[src/hrlc_pkg.sv]
// Shared types, codes and character helpers for the HTTP request-line checker.
package hrlc_pkg;

    localparam int unsigned BYTE_W   = 8;
    localparam int unsigned STATUS_W = 2;
    localparam int unsigned POS_W    = 3;
    localparam int unsigned LEN_W    = 2;
    localparam int unsigned M_DATA_W = 16;

    localparam logic [STATUS_W-1:0] ST_OK       = 2'd0;
    localparam logic [STATUS_W-1:0] ST_INVALID  = 2'd1;
    localparam logic [STATUS_W-1:0] ST_NOT_IMPL = 2'd2;
    localparam logic [STATUS_W-1:0] ST_VERSION  = 2'd3;

    localparam logic KIND_PATH   = 1'b0;
    localparam logic KIND_STATUS = 1'b1;

    localparam logic [LEN_W-1:0] PLEN_NONE  = 2'd0;
    localparam logic [LEN_W-1:0] PLEN_ROOT  = 2'd1;
    localparam logic [LEN_W-1:0] PLEN_OTHER = 2'd2;

    localparam logic [POS_W-1:0] GET_LEN     = 3'd3;
    localparam logic [POS_W-1:0] OPTIONS_LEN = 3'd7;
    localparam logic [POS_W-1:0] PROTO_LEN   = 3'd5;

    localparam logic [1:0] VER_ONE_ONE = 2'b11;

    typedef enum logic [11:0] {
        PH_METHOD   = 12'b0000_0000_0001,
        PH_WS_FIRST = 12'b0000_0000_0010,
        PH_WS_MORE  = 12'b0000_0000_0100,
        PH_PATH     = 12'b0000_0000_1000,
        PH_WS2      = 12'b0000_0001_0000,
        PH_PROTO    = 12'b0000_0010_0000,
        PH_MAJOR    = 12'b0000_0100_0000,
        PH_DOT      = 12'b0000_1000_0000,
        PH_MINOR    = 12'b0001_0000_0000,
        PH_CTRL1    = 12'b0010_0000_0000,
        PH_CTRL2    = 12'b0100_0000_0000,
        PH_TAIL     = 12'b1000_0000_0000
    } phase_t;

    // Request byte held in the input register.
    typedef struct packed {
        logic                valid;
        logic [BYTE_W-1:0]   data_byte;
        logic                end_of_request;
    } in_item_t;

    // Result of one byte, ahead of the output register.
    typedef struct packed {
        logic                valid;
        logic                item_kind;
        logic [BYTE_W-1:0]   path_byte;
        logic [STATUS_W-1:0] status;
        logic                root_path;
    } result_t;

    function automatic logic is_ws(logic [BYTE_W-1:0] c);
        return (c == 8'h20) || (c inside {[8'h09:8'h0D]});
    endfunction

    function automatic logic is_ctrl(logic [BYTE_W-1:0] c);
        return (c <= 8'h1F) || (c == 8'h7F);
    endfunction

    function automatic logic is_digit(logic [BYTE_W-1:0] c);
        return c inside {[8'h30:8'h39]};
    endfunction

    function automatic logic [BYTE_W-1:0] get_char(logic [POS_W-1:0] pos);
        logic [BYTE_W-1:0] ch;
        case (pos)
            3'd0:    ch = "G";
            3'd1:    ch = "E";
            3'd2:    ch = "T";
            default: ch = 8'h00;
        endcase
        return ch;
    endfunction

    function automatic logic [BYTE_W-1:0] options_char(logic [POS_W-1:0] pos);
        logic [BYTE_W-1:0] ch;
        case (pos)
            3'd0:    ch = "O";
            3'd1:    ch = "P";
            3'd2:    ch = "T";
            3'd3:    ch = "I";
            3'd4:    ch = "O";
            3'd5:    ch = "N";
            3'd6:    ch = "S";
            default: ch = 8'h00;
        endcase
        return ch;
    endfunction

    function automatic logic [BYTE_W-1:0] proto_char(logic [POS_W-1:0] pos);
        logic [BYTE_W-1:0] ch;
        case (pos)
            3'd0:    ch = "H";
            3'd1:    ch = "T";
            3'd2:    ch = "T";
            3'd3:    ch = "P";
            3'd4:    ch = "/";
            default: ch = 8'h00;
        endcase
        return ch;
    endfunction

endpackage

[src/hrlc_parser.sv]
// Request-line pattern matcher: parse state and per-byte result logic.
module hrlc_parser (
    input  logic                    aclk,
    input  logic                    aresetn,
    input  hrlc_pkg::in_item_t      item,
    input  logic                    take,
    output hrlc_pkg::result_t       result
);

    hrlc_pkg::phase_t                phase_reg, phase_next;
    logic                            done_reg, done_next;
    logic [hrlc_pkg::POS_W-1:0]      pos_reg, pos_next;
    logic                            opt_reg, opt_next;
    logic                            dot_reg, dot_next;
    logic                            dotdot_reg, dotdot_next;
    logic [hrlc_pkg::LEN_W-1:0]      plen_reg, plen_next;
    logic [1:0]                      ver_reg, ver_next;
    logic                            failed_reg, failed_next;

    logic [hrlc_pkg::BYTE_W-1:0]     c;
    logic                            do_path;
    logic [hrlc_pkg::POS_W-1:0]      mlen;
    logic [hrlc_pkg::BYTE_W-1:0]     mchar;
    logic [hrlc_pkg::STATUS_W-1:0]   status;
    logic                            root;

    assign c     = item.data_byte;
    assign mlen  = opt_reg ? hrlc_pkg::OPTIONS_LEN : hrlc_pkg::GET_LEN;
    assign mchar = opt_reg ? hrlc_pkg::options_char(pos_reg) : hrlc_pkg::get_char(pos_reg);

    always_comb begin
        phase_next  = phase_reg;
        done_next   = done_reg;
        pos_next    = pos_reg;
        opt_next    = opt_reg;
        dot_next    = dot_reg;
        dotdot_next = dotdot_reg;
        plen_next   = plen_reg;
        ver_next    = ver_reg;
        failed_next = failed_reg;
        do_path     = 1'b0;
        if (!failed_reg && !done_reg) begin
            case (phase_reg)
                hrlc_pkg::PH_METHOD: begin
                    if (pos_reg == '0) begin
                        if (c == "G") begin
                            opt_next = 1'b0;
                            pos_next = 3'd1;
                        end else if (c == "O") begin
                            opt_next = 1'b1;
                            pos_next = 3'd1;
                        end else begin
                            failed_next = 1'b1;
                        end
                    end else if (pos_reg >= mlen || c != mchar) begin
                        failed_next = 1'b1;
                    end else begin
                        pos_next = pos_reg + 3'd1;
                        if (pos_next == mlen) begin
                            phase_next = hrlc_pkg::PH_WS_FIRST;
                            pos_next   = '0;
                        end
                    end
                end
                hrlc_pkg::PH_WS_FIRST: begin
                    if (hrlc_pkg::is_ws(c)) begin
                        phase_next = hrlc_pkg::PH_WS_MORE;
                    end else begin
                        failed_next = 1'b1;
                    end
                end
                hrlc_pkg::PH_WS_MORE: begin
                    if (!hrlc_pkg::is_ws(c)) begin
                        phase_next = hrlc_pkg::PH_PATH;
                        do_path    = 1'b1;
                    end
                end
                hrlc_pkg::PH_PATH: begin
                    if (hrlc_pkg::is_ws(c)) begin
                        phase_next = hrlc_pkg::PH_WS2;
                    end else begin
                        do_path = 1'b1;
                    end
                end
                hrlc_pkg::PH_WS2: begin
                    if (!hrlc_pkg::is_ws(c)) begin
                        if (c == hrlc_pkg::proto_char('0)) begin
                            phase_next = hrlc_pkg::PH_PROTO;
                            pos_next   = 3'd1;
                        end else begin
                            failed_next = 1'b1;
                        end
                    end
                end
                hrlc_pkg::PH_PROTO: begin
                    if (pos_reg >= hrlc_pkg::PROTO_LEN || c != hrlc_pkg::proto_char(pos_reg)) begin
                        failed_next = 1'b1;
                    end else begin
                        pos_next = pos_reg + 3'd1;
                        if (pos_next == hrlc_pkg::PROTO_LEN) begin
                            phase_next = hrlc_pkg::PH_MAJOR;
                            pos_next   = '0;
                        end
                    end
                end
                hrlc_pkg::PH_MAJOR: begin
                    if (hrlc_pkg::is_digit(c)) begin
                        ver_next[0] = ver_reg[0] | (c == "1");
                        phase_next  = hrlc_pkg::PH_DOT;
                    end else begin
                        failed_next = 1'b1;
                    end
                end
                hrlc_pkg::PH_DOT: begin
                    if (c == ".") begin
                        phase_next = hrlc_pkg::PH_MINOR;
                    end else begin
                        failed_next = 1'b1;
                    end
                end
                hrlc_pkg::PH_MINOR: begin
                    if (hrlc_pkg::is_digit(c)) begin
                        ver_next[1] = ver_reg[1] | (c == "1");
                        phase_next  = hrlc_pkg::PH_CTRL1;
                    end else begin
                        failed_next = 1'b1;
                    end
                end
                hrlc_pkg::PH_CTRL1: begin
                    if (hrlc_pkg::is_ctrl(c)) begin
                        phase_next = hrlc_pkg::PH_CTRL2;
                    end else begin
                        failed_next = 1'b1;
                    end
                end
                hrlc_pkg::PH_CTRL2: begin
                    if (hrlc_pkg::is_ctrl(c)) begin
                        phase_next = hrlc_pkg::PH_TAIL;
                    end else begin
                        failed_next = 1'b1;
                    end
                end
                hrlc_pkg::PH_TAIL: begin
                    if (c != 8'h0D && c != 8'h0A) begin
                        done_next = 1'b1;
                    end else begin
                        failed_next = 1'b1;
                    end
                end
                default: begin
                    failed_next = 1'b1;
                end
            endcase
        end
        if (do_path) begin
            dotdot_next = dotdot_reg | (dot_reg && c == ".");
            dot_next    = (c == ".");
            plen_next   = (plen_reg == hrlc_pkg::PLEN_NONE && c == "/") ?
                          hrlc_pkg::PLEN_ROOT : hrlc_pkg::PLEN_OTHER;
        end
    end

    always_comb begin
        status = hrlc_pkg::ST_INVALID;
        root   = 1'b0;
        if (!failed_next && done_next) begin
            root = (plen_next == hrlc_pkg::PLEN_ROOT);
            if (dotdot_next) begin
                status = hrlc_pkg::ST_INVALID;
            end else if (opt_next) begin
                status = hrlc_pkg::ST_NOT_IMPL;
            end else if (ver_next != hrlc_pkg::VER_ONE_ONE) begin
                status = hrlc_pkg::ST_VERSION;
            end else begin
                status = hrlc_pkg::ST_OK;
            end
        end
    end

    always_comb begin
        result.valid     = item.valid && (item.end_of_request || (do_path && !failed_next));
        result.item_kind = item.end_of_request ? hrlc_pkg::KIND_STATUS : hrlc_pkg::KIND_PATH;
        result.path_byte = item.end_of_request ? '0 : c;
        result.status    = item.end_of_request ? status : hrlc_pkg::ST_OK;
        result.root_path = item.end_of_request ? root : 1'b0;
    end

    always_ff @(posedge aclk) begin
        if (!aresetn || (take && item.end_of_request)) begin
            phase_reg  <= hrlc_pkg::PH_METHOD;
            done_reg   <= 1'b0;
            pos_reg    <= '0;
            opt_reg    <= 1'b0;
            dot_reg    <= 1'b0;
            dotdot_reg <= 1'b0;
            plen_reg   <= hrlc_pkg::PLEN_NONE;
            ver_reg    <= '0;
            failed_reg <= 1'b0;
        end else if (take) begin
            phase_reg  <= phase_next;
            done_reg   <= done_next;
            pos_reg    <= pos_next;
            opt_reg    <= opt_next;
            dot_reg    <= dot_next;
            dotdot_reg <= dotdot_next;
            plen_reg   <= plen_next;
            ver_reg    <= ver_next;
            failed_reg <= failed_next;
        end
    end

endmodule

[config.mk]
export PLATFORM = sky130hd
export DESIGN_NAME = hrlc_parser
export DESIGN_NICKNAME = d
export VERILOG_FILES = /design/src/hrlc_pkg.sv /design/src/hrlc_parser.sv
export SDC_FILE = /design/constraint.sdc
export NUM_CORES = 1
export LEC_CHECK = 0
export BUFFER_PORTS_ARGS = -buffer_cell sky130_fd_sc_hd__buf_2
export CORE_MARGIN = 2
export CORE_UTILIZATION = 40
export CTS_CLUSTER_SIZE = 20
export DETAILED_ROUTE_END_ITERATION = 8
export PLACE_DENSITY = 0.56
export SYNTH_ARGS = -nofsm -noshare
export SYNTH_HDL_FRONTEND = slang
export SYNTH_SLANG_ARGS = --single-unit
export TNS_END_PERCENT = 20
[constraint.sdc]
create_clock -name aclk -period 3.8 [get_ports aclk]
set_clock_uncertainty 0.15 [all_clocks]
set_input_delay 0.19 -clock aclk [delete_from_list [all_inputs] [get_ports aclk]]
set_output_delay 0.19 -clock aclk [all_outputs]
set_load 0.02 [all_outputs]
Word-level counts from Yosys, hierarchy flattened --
Cells that the tools add are included.
Word-level totals: bits of input ports 13, output and inout port bits 13, word-level logic and storage cells 178, flip-flop bits (word level) 24
Operators by class: muxes and demuxes 75, equality and inequality tests 51, add/subtract/negate cells 1, $lt $le $gt $ge 7, bitwise operators 3, reductions and logical operators 32
Operator list (number):
- two-way mux 12 bit | 15
- case mux 12 bit (11 select lines) | 1
- case mux 7 bit (6 select lines) | 1
- == test 8 x 6 -> 1 bit, second input constant | 4
- == test 8 x 7 -> 1 bit, second input constant | 4
- two-way mux 1 bit | 32
- two-way mux 8 bit | 4
- inequality test 2 bit, second input constant | 16
- two-way mux 3 bit | 10
- case mux 7 bit (4 select lines) | 1
- case mux 7 bit (3 select lines) | 1
- AND reduction 18 bit | 1
- two-way mux 2 bit | 8
- inequality test 8 x 4 -> 1 bit, second input constant | 2
- inequality test 8 bit | 2
- == test 12 x 1 -> 1 bit, second input constant | 1
- == test 12 x 10 -> 1 bit, second input constant | 1
- == test 12 x 11 -> 1 bit, second input constant | 1
- == test 12 bit, second input constant | 1
- == test 12 x 2 -> 1 bit, second input constant | 1
- == test 12 x 3 -> 1 bit, second input constant | 1
- == test 12 x 4 -> 1 bit, second input constant | 1
- == test 12 x 5 -> 1 bit, second input constant | 1
- == test 12 x 6 -> 1 bit, second input constant | 1
- 31 further kinds | 58

Longest topological paths before layout --
Gate-level depths: netlist of run 1.
depth in word-level cells 14, depth in mapped cells 11, mapped depth without buffers 9

Least setup slack after synthesis of run 1 --
No wires, ideal clock.
path kind reg-to-reg, start point register pos_reg[1] (netlist bit), end point register phase_reg[10], slack 0.839 ns, data required time 3.579 ns, arrival time 2.741 ns, path buffers 1, period minus slack after synthesis 2.961 ns, setup time 0.071 ns, stages on the path, launching flop included 11, cell sequence dfxtp_1 inv_1 ha_1 buf_2 nor2b_1 a2bb2oi_1 o32a_1 or4_1 o31a_1 or4_1 a21oi_1
On the way: longest elaborated chain between the ends 9, elaborated cells between the ends (all ways) 30, classes of those cells 1 x add/sub; 2 x order compare; 15 x eq/ne; 6 x mux; 6 x reduce/logical
Ends and longest elaborated chain:
- from (decl) | line hrlc_parser.sv:12 | logic [hrlc_pkg::POS_W-1:0] pos_reg, pos_next;
- from (signal assigned) | line hrlc_parser.sv:202 | pos_reg <= pos_next;
- == test 3 x 2 -> 1 bit / == test 3 x 1 -> 1 bit (equally long branches) | line hrlc_pkg.sv:73, hrlc_pkg.sv:84, hrlc_pkg.sv:99
- OR reduction 2 bit (no source line)
- case mux 7 bit (4 select lines) | line hrlc_pkg.sv:99 | case (pos)
- two-way mux 8 bit | line hrlc_parser.sv:43 | case (phase_reg)
- two-way mux 8 bit | line hrlc_parser.sv:42 | if (!failed_reg && !done_reg) begin
- inequality test 8 bit | line hrlc_parser.sv:96 | if (pos_reg >= hrlc_pkg::PROTO_LEN || c != hrlc_pkg::proto_char(pos_reg)) begin
- logical OR 1 bit | line hrlc_parser.sv:96
- inequality test 2 bit (no source line)
- AND reduction 18 bit (no source line) (*)
- to (signal assigned) | line hrlc_parser.sv:190 | phase_reg <= hrlc_pkg::PH_METHOD;
- to (signal assigned) | line hrlc_parser.sv:200 | phase_reg <= phase_next;
- to (decl) | line hrlc_parser.sv:10 | hrlc_pkg::phase_t phase_reg, phase_next;
Every way passes the cells marked *; elsewhere a longest branch is shown, timed or not. The select of a mux whose other input is x is not followed. A chain may end at the register's enable or synchronous reset.

Worst setup path in the final report of run 1 --
start point register pos_reg[0] (netlist bit), end point register phase_reg[10]
Same word-level chain as after synthesis.

==> results of run 1 <==
worst max-delay path, stage by stage (launching register included):
cell and delay (ns):
sky130_fd_sc_hd__dfxtp_1 0.45, sky130_fd_sc_hd__inv_1 0.15, sky130_fd_sc_hd__ha_1 0.39, sky130_fd_sc_hd__a211oi_1 0.35, sky130_fd_sc_hd__o21a_1 0.15, sky130_fd_sc_hd__o22ai_1 0.08, sky130_fd_sc_hd__or4_1 0.59, sky130_fd_sc_hd__o31a_1 0.42
sky130_fd_sc_hd__or4_1 0.51, sky130_fd_sc_hd__a21oi_1 0.14
layout make-up:
cell class	instances	area (sq um)	share of cell area, %
Clock buffer	3	41.3	1.50
Clock inverter	1	30.0	1.09
Inverter	15	56.3	2.05
Multi-Input combinational cell	281	1860	67.5
Sequential cell	24	480	17.5
Tap cell	75	93.8	3.41
Timing Repair Buffer	34	193	7.01
through the flow:
| step | instances | power [W] | utilization (%) | hold WS (ns) | instance area, sq um |
|---|---|---|---|---|---|
| 2_1_floorplan | 350 | 0.000328 | - | 0.220 | 2530 |
| 3_3_place_gp | 429 | 0.000356 | 44.5 | 0.299 | 2680 |
| 3_5_place_dp | 429 | 0.000356 | 44.5 | 0.305 | 2680 |
| 4_1_cts | 433 | 0.000590 | 45.6 | 0.105 | 2750 |
| 5_1_grt | 433 | 0.000611 | 45.6 | 0.155 | 2750 |
| 6_report | 433 | 0.000584 | 45.6 | 0.122 | 2750 |
where the power goes:
group / internal [W] / switching [W] / total [W]
clock: 0.000141 / 0.0000923 / 0.000233
sequential: 0.000253 / 0.00000160 / 0.000254
combinational: 0.0000324 / 0.0000644 / 0.0000968
total: 0.000426 / 0.000158 / 0.000584
final timing paths:
path	start	end	slack, ns	cells after the start
setup reg to reg	pos_reg[0]	phase_reg[10]	0.36	9
hold reg to reg	dot_reg	dot_reg	0.31	2
hold / removal	take	opt_reg	0.12	2
setup / recovery	pos_reg[0]	phase_reg[10]	0.36	9
kinds of logic (layout without fill, tap and decap cells):
| group | after synthesis | count (layout) | share of synthesized area (%) |
|---|---|---|---|
| flops | 24 | 24 | 19.0 |
| mux | 5 | 5 | 2.03 |
| fa+ha+maj | 8 | 8 | 3.96 |
| compound gates | 106 | 106 | 29.9 |
| simple gates | 152 | 152 | 34.0 |
| buf+inv | 45 | 53 | 7.67 |
| xor+xnor | 10 | 10 | 3.46 |
layer usage:
| metal | global-route usage [%] | vias up | share of wire (%) |
|---|---|---|---|
| li1 | - | 1331 | - |
| met1 | 29.0 | 1255 | 47 |
| met2 | 33.2 | 90 | 45 |
| met3 | 2.77 | 15 | 5.8 |
| met4 | 6.60 | 0 | 2.1 |
| met5 | 0 | - | 0 |
placed cells by master (no fill, tap or decap), types with 4 or more instances in the layout:
master	n
sky130_fd_sc_hd__inv_1	15
sky130_fd_sc_hd__nand2_1	20
sky130_fd_sc_hd__o22ai_1	4
sky130_fd_sc_hd__o31ai_1	11
sky130_fd_sc_hd__nand2b_1	8
sky130_fd_sc_hd__nand3_1	11
sky130_fd_sc_hd__xnor2_1	5
sky130_fd_sc_hd__and3_1	6
sky130_fd_sc_hd__nor3_1	12
sky130_fd_sc_hd__or3_1	4
sky130_fd_sc_hd__or2_2	6
sky130_fd_sc_hd__ha_1	8
sky130_fd_sc_hd__mux2i_1	4
sky130_fd_sc_hd__dfxtp_1	24
sky130_fd_sc_hd__nor4b_1	6
sky130_fd_sc_hd__xor2_1	5
sky130_fd_sc_hd__nor4_1	6
sky130_fd_sc_hd__o21ai_0	8
sky130_fd_sc_hd__nor2_1	30
sky130_fd_sc_hd__o211ai_1	4
sky130_fd_sc_hd__a21oi_1	28
sky130_fd_sc_hd__nor2b_1	12
sky130_fd_sc_hd__nand4_1	11
sky130_fd_sc_hd__buf_2	25
sky130_fd_sc_hd__a2bb2oi_1	4
sky130_fd_sc_hd__buf_4	9
sky130_fd_sc_hd__a31oi_1	8
sky130_fd_sc_hd__a211oi_1	9
==> Flow_metrics.wiki, run 1 <==
{| class="wikitable"
! Metric !! Value
|-
| Hold crit path type || input pin to flip-flop
|-
| Setup WS post-layout || 0.363 ns
|-
| Vias per cell || 6.21
|-
| Initial core utilization || 42.0%
|-
| Unrepaired setup endpoints after global routing || no
|-
| Chip Width || 83.5 um
|-
| Area share of the largest cell type after synthesis || 19.0%
|-
| Number of global-route vias before repair || 2,471
|-
| Cell Pwr Density || 213 mW/mm^2
|-
| Count of input and output buffers || 25
|-
| Number of gates resized after cts || 0
|-
| Max Slew Vio Count || 0
|-
| Global-route wire length before repair || 12.2 mm
|-
| Hold Vio Cnt, Final || 0
|-
| Drt initial violations || 167
|-
| Pin count of the biggest net entering global routing || 20
|-
| Crit Path Max Fanout || 15
|-
| Ys flop type || sky130_fd_sc_hd__dfxtp_1
|-
| Die height || 83.5 um
|-
| Initial antenna violation count || 0
|-
| Max FFs per register || 12
|-
| Async SR Flop Fraction || 0%
|-
| Clk Latency, worst-skew pair || between 0.2 and 0.3 ns
|-
| Number of sinks on the clock net || 24
|-
| Static Leakage || 0.980 nW
|-
| Sequential cell area fraction in the yosys report || 19.0%
|-
| Area of the mapped netlist || 0.00253 sq mm
|-
| Count of nets left with antenna violations after detail routing || 0
|-
| CTS H-Tree Depth || 1
|-
| Remaining DRCs || 0
|-
| # nets final || 380
|-
| Total global routing track utilization || 20.8%
|-
| Cell with the most instances after synthesis || sky130_fd_sc_hd__nor2_1
|-
| Antenna Cells || 0
|-
| Number of buffers inserted during clock tree synthesis || 3
|-
| Setup crit start kind || flip-flop
|-
| CTS root buf || sky130_fd_sc_hd__clkbuf_8
|-
| Top cells by count, synth || sky130_fd_sc_hd__nor2_1, sky130_fd_sc_hd__a21oi_1, sky130_fd_sc_hd__dfxtp_1
|-
| Fin Setup TNS || 0 ns
|-
| Share of the clock period used by the worst path after layout || 90.4%
|-
| Crit path kind || flip-flop to flip-flop
|-
| Clock-pin slew of the registers on the worst-case setup and hold paths || 0.09 ns
|-
| Detailed Route WL || slightly above 7 mm
|-
| Number of nets in the synthesized netlist || between 300 and 400
|-
| Slew margin rel. || between 20% and 30%
|-
| Number of flip-flops and latches in the synthesized netlist || 24
|-
| Maximum vdd drop || between 0.1 and 0.15 mV
|-
| Leading post-synthesis cells by cell area || sky130_fd_sc_hd__dfxtp_1, sky130_fd_sc_hd__a21oi_1, sky130_fd_sc_hd__nor2_1, sky130_fd_sc_hd__ha_1, sky130_fd_sc_hd__o31ai_1
|-
| Clock buffer depth || 2
|-
| Setup violations, final || 0
|-
| Worst Setup End Kind || flip-flop
|-
| Max_cap viols || 0
|-
| Pre-CTS WS || ~0.43 ns
|-
| Post-CTS Setup Inserts || 0
|-
| Via Count || 2,691
|-
| Number of enable-type register cells in the synthesized netlist || 0
|-
| Area added between synthesis and finish || 8.70%
|-
| Post-Synthesis Cells || between 300 and 400
|-
| Clock period minus final worst setup slack || 3.44 ns
|-
| CTS tree || done
|-
| Worst Max-Slew Pin Slew || between 1 and 1.5 ns
|-
| Run status || complete, no violations
|-
| Hold bufs inserted after CTS || 0
|-
| Core Rows || 28
|-
| First-pass iteration count of the detailed router || 5
|-
| Critical path required time || 3.87 ns
|-
| Die outline area || 0.00698 sq mm
|-
| Fillcell total || 626
|-
| Post-DP HPWL || between 5 and 6 mm
|-
| Arrival time reported for the critical path endpoint || ~3.5 ns
|-
| Total overflow reported by the global router || 0
|-
| YS warnings || 0
|-
| Fraction of layout instances using a drive strength above 1 || 15.4%
|-
| Synthesized area per cell || 7.23 sq um
|-
| I/O pin count || 26
|-
| Maximum achievable frequency || slightly below 300 MHz
|-
| Unique cell type count in the Yosys netlist || 66
|-
| Placeable core region || roughly 0.0060 sq mm
|-
| Final RePlAce weighted congestion || 0.920
|-
| Cell type contributing the most total cell area after synthesis || sky130_fd_sc_hd__dfxtp_1
|-
| Mean routed wirelength per cell || 16.6 um
|}
No activity file was read; power rests on OpenSTA's default activity.
==> run 2, diff against run 1 <==
--- a/config.mk
+++ b/config.mk
@@ -5,12 +5,12 @@
 export SDC_FILE = /design/constraint.sdc
 export NUM_CORES = 1
 export LEC_CHECK = 0
-export BUFFER_PORTS_ARGS = -buffer_cell sky130_fd_sc_hd__buf_2
 export CORE_MARGIN = 2
 export CORE_UTILIZATION = 40
 export CTS_CLUSTER_SIZE = 20
 export DETAILED_ROUTE_END_ITERATION = 8
-export PLACE_DENSITY = 0.56
+export DONT_BUFFER_PORTS = 1
+export PLACE_DENSITY = 0.52
 export SYNTH_ARGS = -nofsm -noshare
 export SYNTH_HDL_FRONTEND = slang
 export SYNTH_SLANG_ARGS = --single-unit
==> run 2 against run 1 <==
- sequential power barely moved
- core utilization is 2.2 points lower
- critical endpoint is now result[1]
- power is 5.0% lower
- largest cell class unchanged
==> Flow_metrics.wiki, run 2 (same netlist as run 1, synthesis figures left out) <==
{| class="wikitable"
! Metric !! Value
|-
| Run status || complete, no violations
|-
| Slew margin rel. || 14.9%
|-
| Detailed Route WL || 7.34 mm
|-
| Hold Vio Cnt, Final || 0
|-
| Fin Setup TNS || 0 ns
|-
| Placed standard-cell area || 0.00254 sq mm
|-
| Count of nets left with antenna violations after detail routing || 0
|-
| Crit path capture || result[1]
|-
| Buffer and inverter count on the worst path || 0
|-
| Vias per cell || 6.31
|-
| Maximum achievable frequency || 281 MHz
|-
| Most frequent cells in the layout || sky130_fd_sc_hd__nor2_1, sky130_fd_sc_hd__a21oi_1, sky130_fd_sc_hd__dfxtp_1, sky130_fd_sc_hd__nand2_1, sky130_fd_sc_hd__inv_1
|-
| Max_cap viols || 0
|-
| Placeable core region || between 0.006 and 0.007 sq mm
|-
| Number of global-route vias before repair || around 2,300
|-
| Antenna Cells || 0
|-
| Post-CTS Setup Inserts || 0
|-
| Setup WS post-layout || 0.246 ns
|-
| Cell type of the slowest stage on the worst timing path || sky130_fd_sc_hd__or4_4
|-
| Reg2reg path depth || 9
|-
| Static Leakage || 0.863 nW
|-
| Final design area excluding fillers || 0.00262 sq mm
|-
| Clk Latency, worst-skew pair || 0.27 ns
|-
| Cell Pwr Density || 212 mW/mm^2
|-
| Switching part of the total || 24.7%
|-
| Critical path required time || 3.46 ns
|-
| Unrepaired setup endpoints after global routing || no
|-
| Critical Path Stages || 6
|-
| Initial core utilization || 42.0%
|-
| Most frequent standard cell in the layout excluding fill and tap cells || sky130_fd_sc_hd__nor2_1
|-
| Crit path kind || flip-flop to output pin
|-
| Setup violations, final || 0
|-
| Share of the clock period used by the worst path after layout || 93.5%
|-
| Number of buffers inserted during clock tree synthesis || 3
|-
| Number of gates resized after cts || 0
|-
| Cell chain of the critical path || or4_4, or4_4, or2_4, a2111oi_4, a31oi_1, a31oi_1
|-
| Worst Setup End Kind || output pin
|-
| Mean routed wirelength per cell || 18.0 um
|-
| CTS tree || done
|-
| Reg-to-Reg End || phase_reg[10]
|-
| Number of sinks on the clock net || 24
|-
| Clock buffer depth || 2
|-
| Clock period minus final worst setup slack || between 3 and 4 ns
|-
| Arrival time reported for the critical path endpoint || 3.21 ns
|-
| I/O pin count || 26
|-
| First-pass iteration count of the detailed router || 5
|-
| Launching element of the worst setup path || phase_reg[5]
|-
| Chip Width || 83.5 um
|-
| Die outline area || around 0.007 sq mm
|-
| Pin count of the biggest net entering global routing || 26
|-
| Area added between synthesis and finish || 3.56%
|-
| RR Startpoint || pos_reg[0]
|-
| Logic gate share of total power || about 12%
|-
| Sequential power share || 45.8%
|-
| Pre-CTS WS || 0.402 ns
|-
| Drt initial violations || 151
|-
| Clock-pin slew of the registers on the worst-case setup and hold paths || 0.09 ns
|-
| FF-to-FF setup slack || between 0.3 and 0.4 ns
|-
| CTS H-Tree Depth || 1
|-
| Die height || 83.5 um
|-
| Max Slew Vio Count || 0
|-
| Final RePlAce weighted congestion || 0.866
|-
| Largest stage delay on the critical path || ~0.60 ns
|-
| Core Rows || 28
|-
| Remaining DRCs || 0
|-
| Total overflow reported by the global router || 0
|-
| Total global routing track utilization || 20.7%
|-
| # nets final || 354
|-
| Proportion of power drawn by the clock network || a little over two fifths
|-
| Hold crit path type || input pin to flip-flop
|-
| Worst Max-Slew Pin Slew || 1.26 ns
|-
| Via Count || 2,569
|-
| Cell internal pwr || between 0.0004 and 0.0005 W
|-
| Setup crit start kind || flip-flop
|-
| Net switching power figure || 0.000137 W
|-
| Maximum vdd drop || around 0.14 mV
|-
| CTS root buf || sky130_fd_sc_hd__clkbuf_8
|-
| Initial antenna violation count || 0
|-
| Global-route wire length before repair || about 12 mm
|-
| Cell class contributing the biggest share of worst-path delay || simple AND/OR/NAND/NOR gates
|-
| Crit Path Max Fanout || 15
|-
| Max FFs per register || 12
|-
| WHS Path Cells || 3
|-
| Fraction of layout instances using a drive strength above 1 || under 10%
|-
| Post-DP HPWL || 5.37 mm
|-
| Count of input and output buffers || 0
|}
## run 2: cell types whose count changed in the layout (fill, tap and decap cells not counted), sizes merged
cell,delta
buf,-27
dlygate4sd3,+1
## run 2: metal layers
metal,track usage (%),vias up,routed length [um]
met2,32.8,79,3280
met4,4.25,0,119
met1,30.4,1195,3600
met5,0,-,0
li1,-,1285,-
met3,2.08,10,338
## run 2: final cells by class
class	count	area, sq um
Clock buffer	3	41.3
Clock inverter	1	30.0
Fill cell	635	3410
Inverter	15	56.3
Multi-Input combinational cell	281	1860
Sequential cell	24	480
Tap cell	75	93.8
Timing Repair Buffer	8	62.6
## run 2: worst min-delay path by stage
stage,endpoint,startpoint,slack [ns]
finish,dot_reg,item[1],0.04
global route,dot_reg,item[1],0.04
CTS,dot_reg,item[1],0.04
detailed placement,opt_reg,take,0.14
global placement,opt_reg,take,0.14
floorplan,failed_reg,take,0.22
## run 2: metrics by stage
step / utilization (%) / std cells / total power, W / hold WS (ns)
final: 43.5 / 407 / 0.000555 / 0.0437
after global placement: 42.1 / 402 / 0.000326 / 0.141
after global routing: 43.5 / 407 / 0.000578 / 0.0425
after floorplan: - / 350 / 0.000328 / 0.220
after detailed placement: 42.1 / 402 / 0.000326 / 0.141
after CTS: 43.5 / 407 / 0.000564 / 0.0362
## run 2: power by group through the flow
stage,clock (W),combinational [W],sequential (W)
5_1_grt,0.000249,0.0000748,0.000254
3_3_place_gp,0,0.0000662,0.000260
4_1_cts,0.000241,0.0000686,0.000254
2_1_floorplan,0,0.0000684,0.000259
6_report,0.000232,0.0000687,0.000254
3_5_place_dp,0,0.0000659,0.000260
## run 2: worst reg2reg max path, delay by kind of cell (launching register included)
| kind | cells | cell delay [ns] |
|---|---|---|
| fa+ha+maj | 1 | 0.35 |
| compound gates | 5 | 1.17 |
| simple gates | 2 | 1.11 |
| flops | 1 | 0.45 |
| buf+inv | 1 | 0.16 |
## run 2: what timing repair did
item | CTS | global route
endpoints found under the hold margin | 9 | 0
endpoints found under the setup margin | 0 | 0
hold buffers | 1 | 0
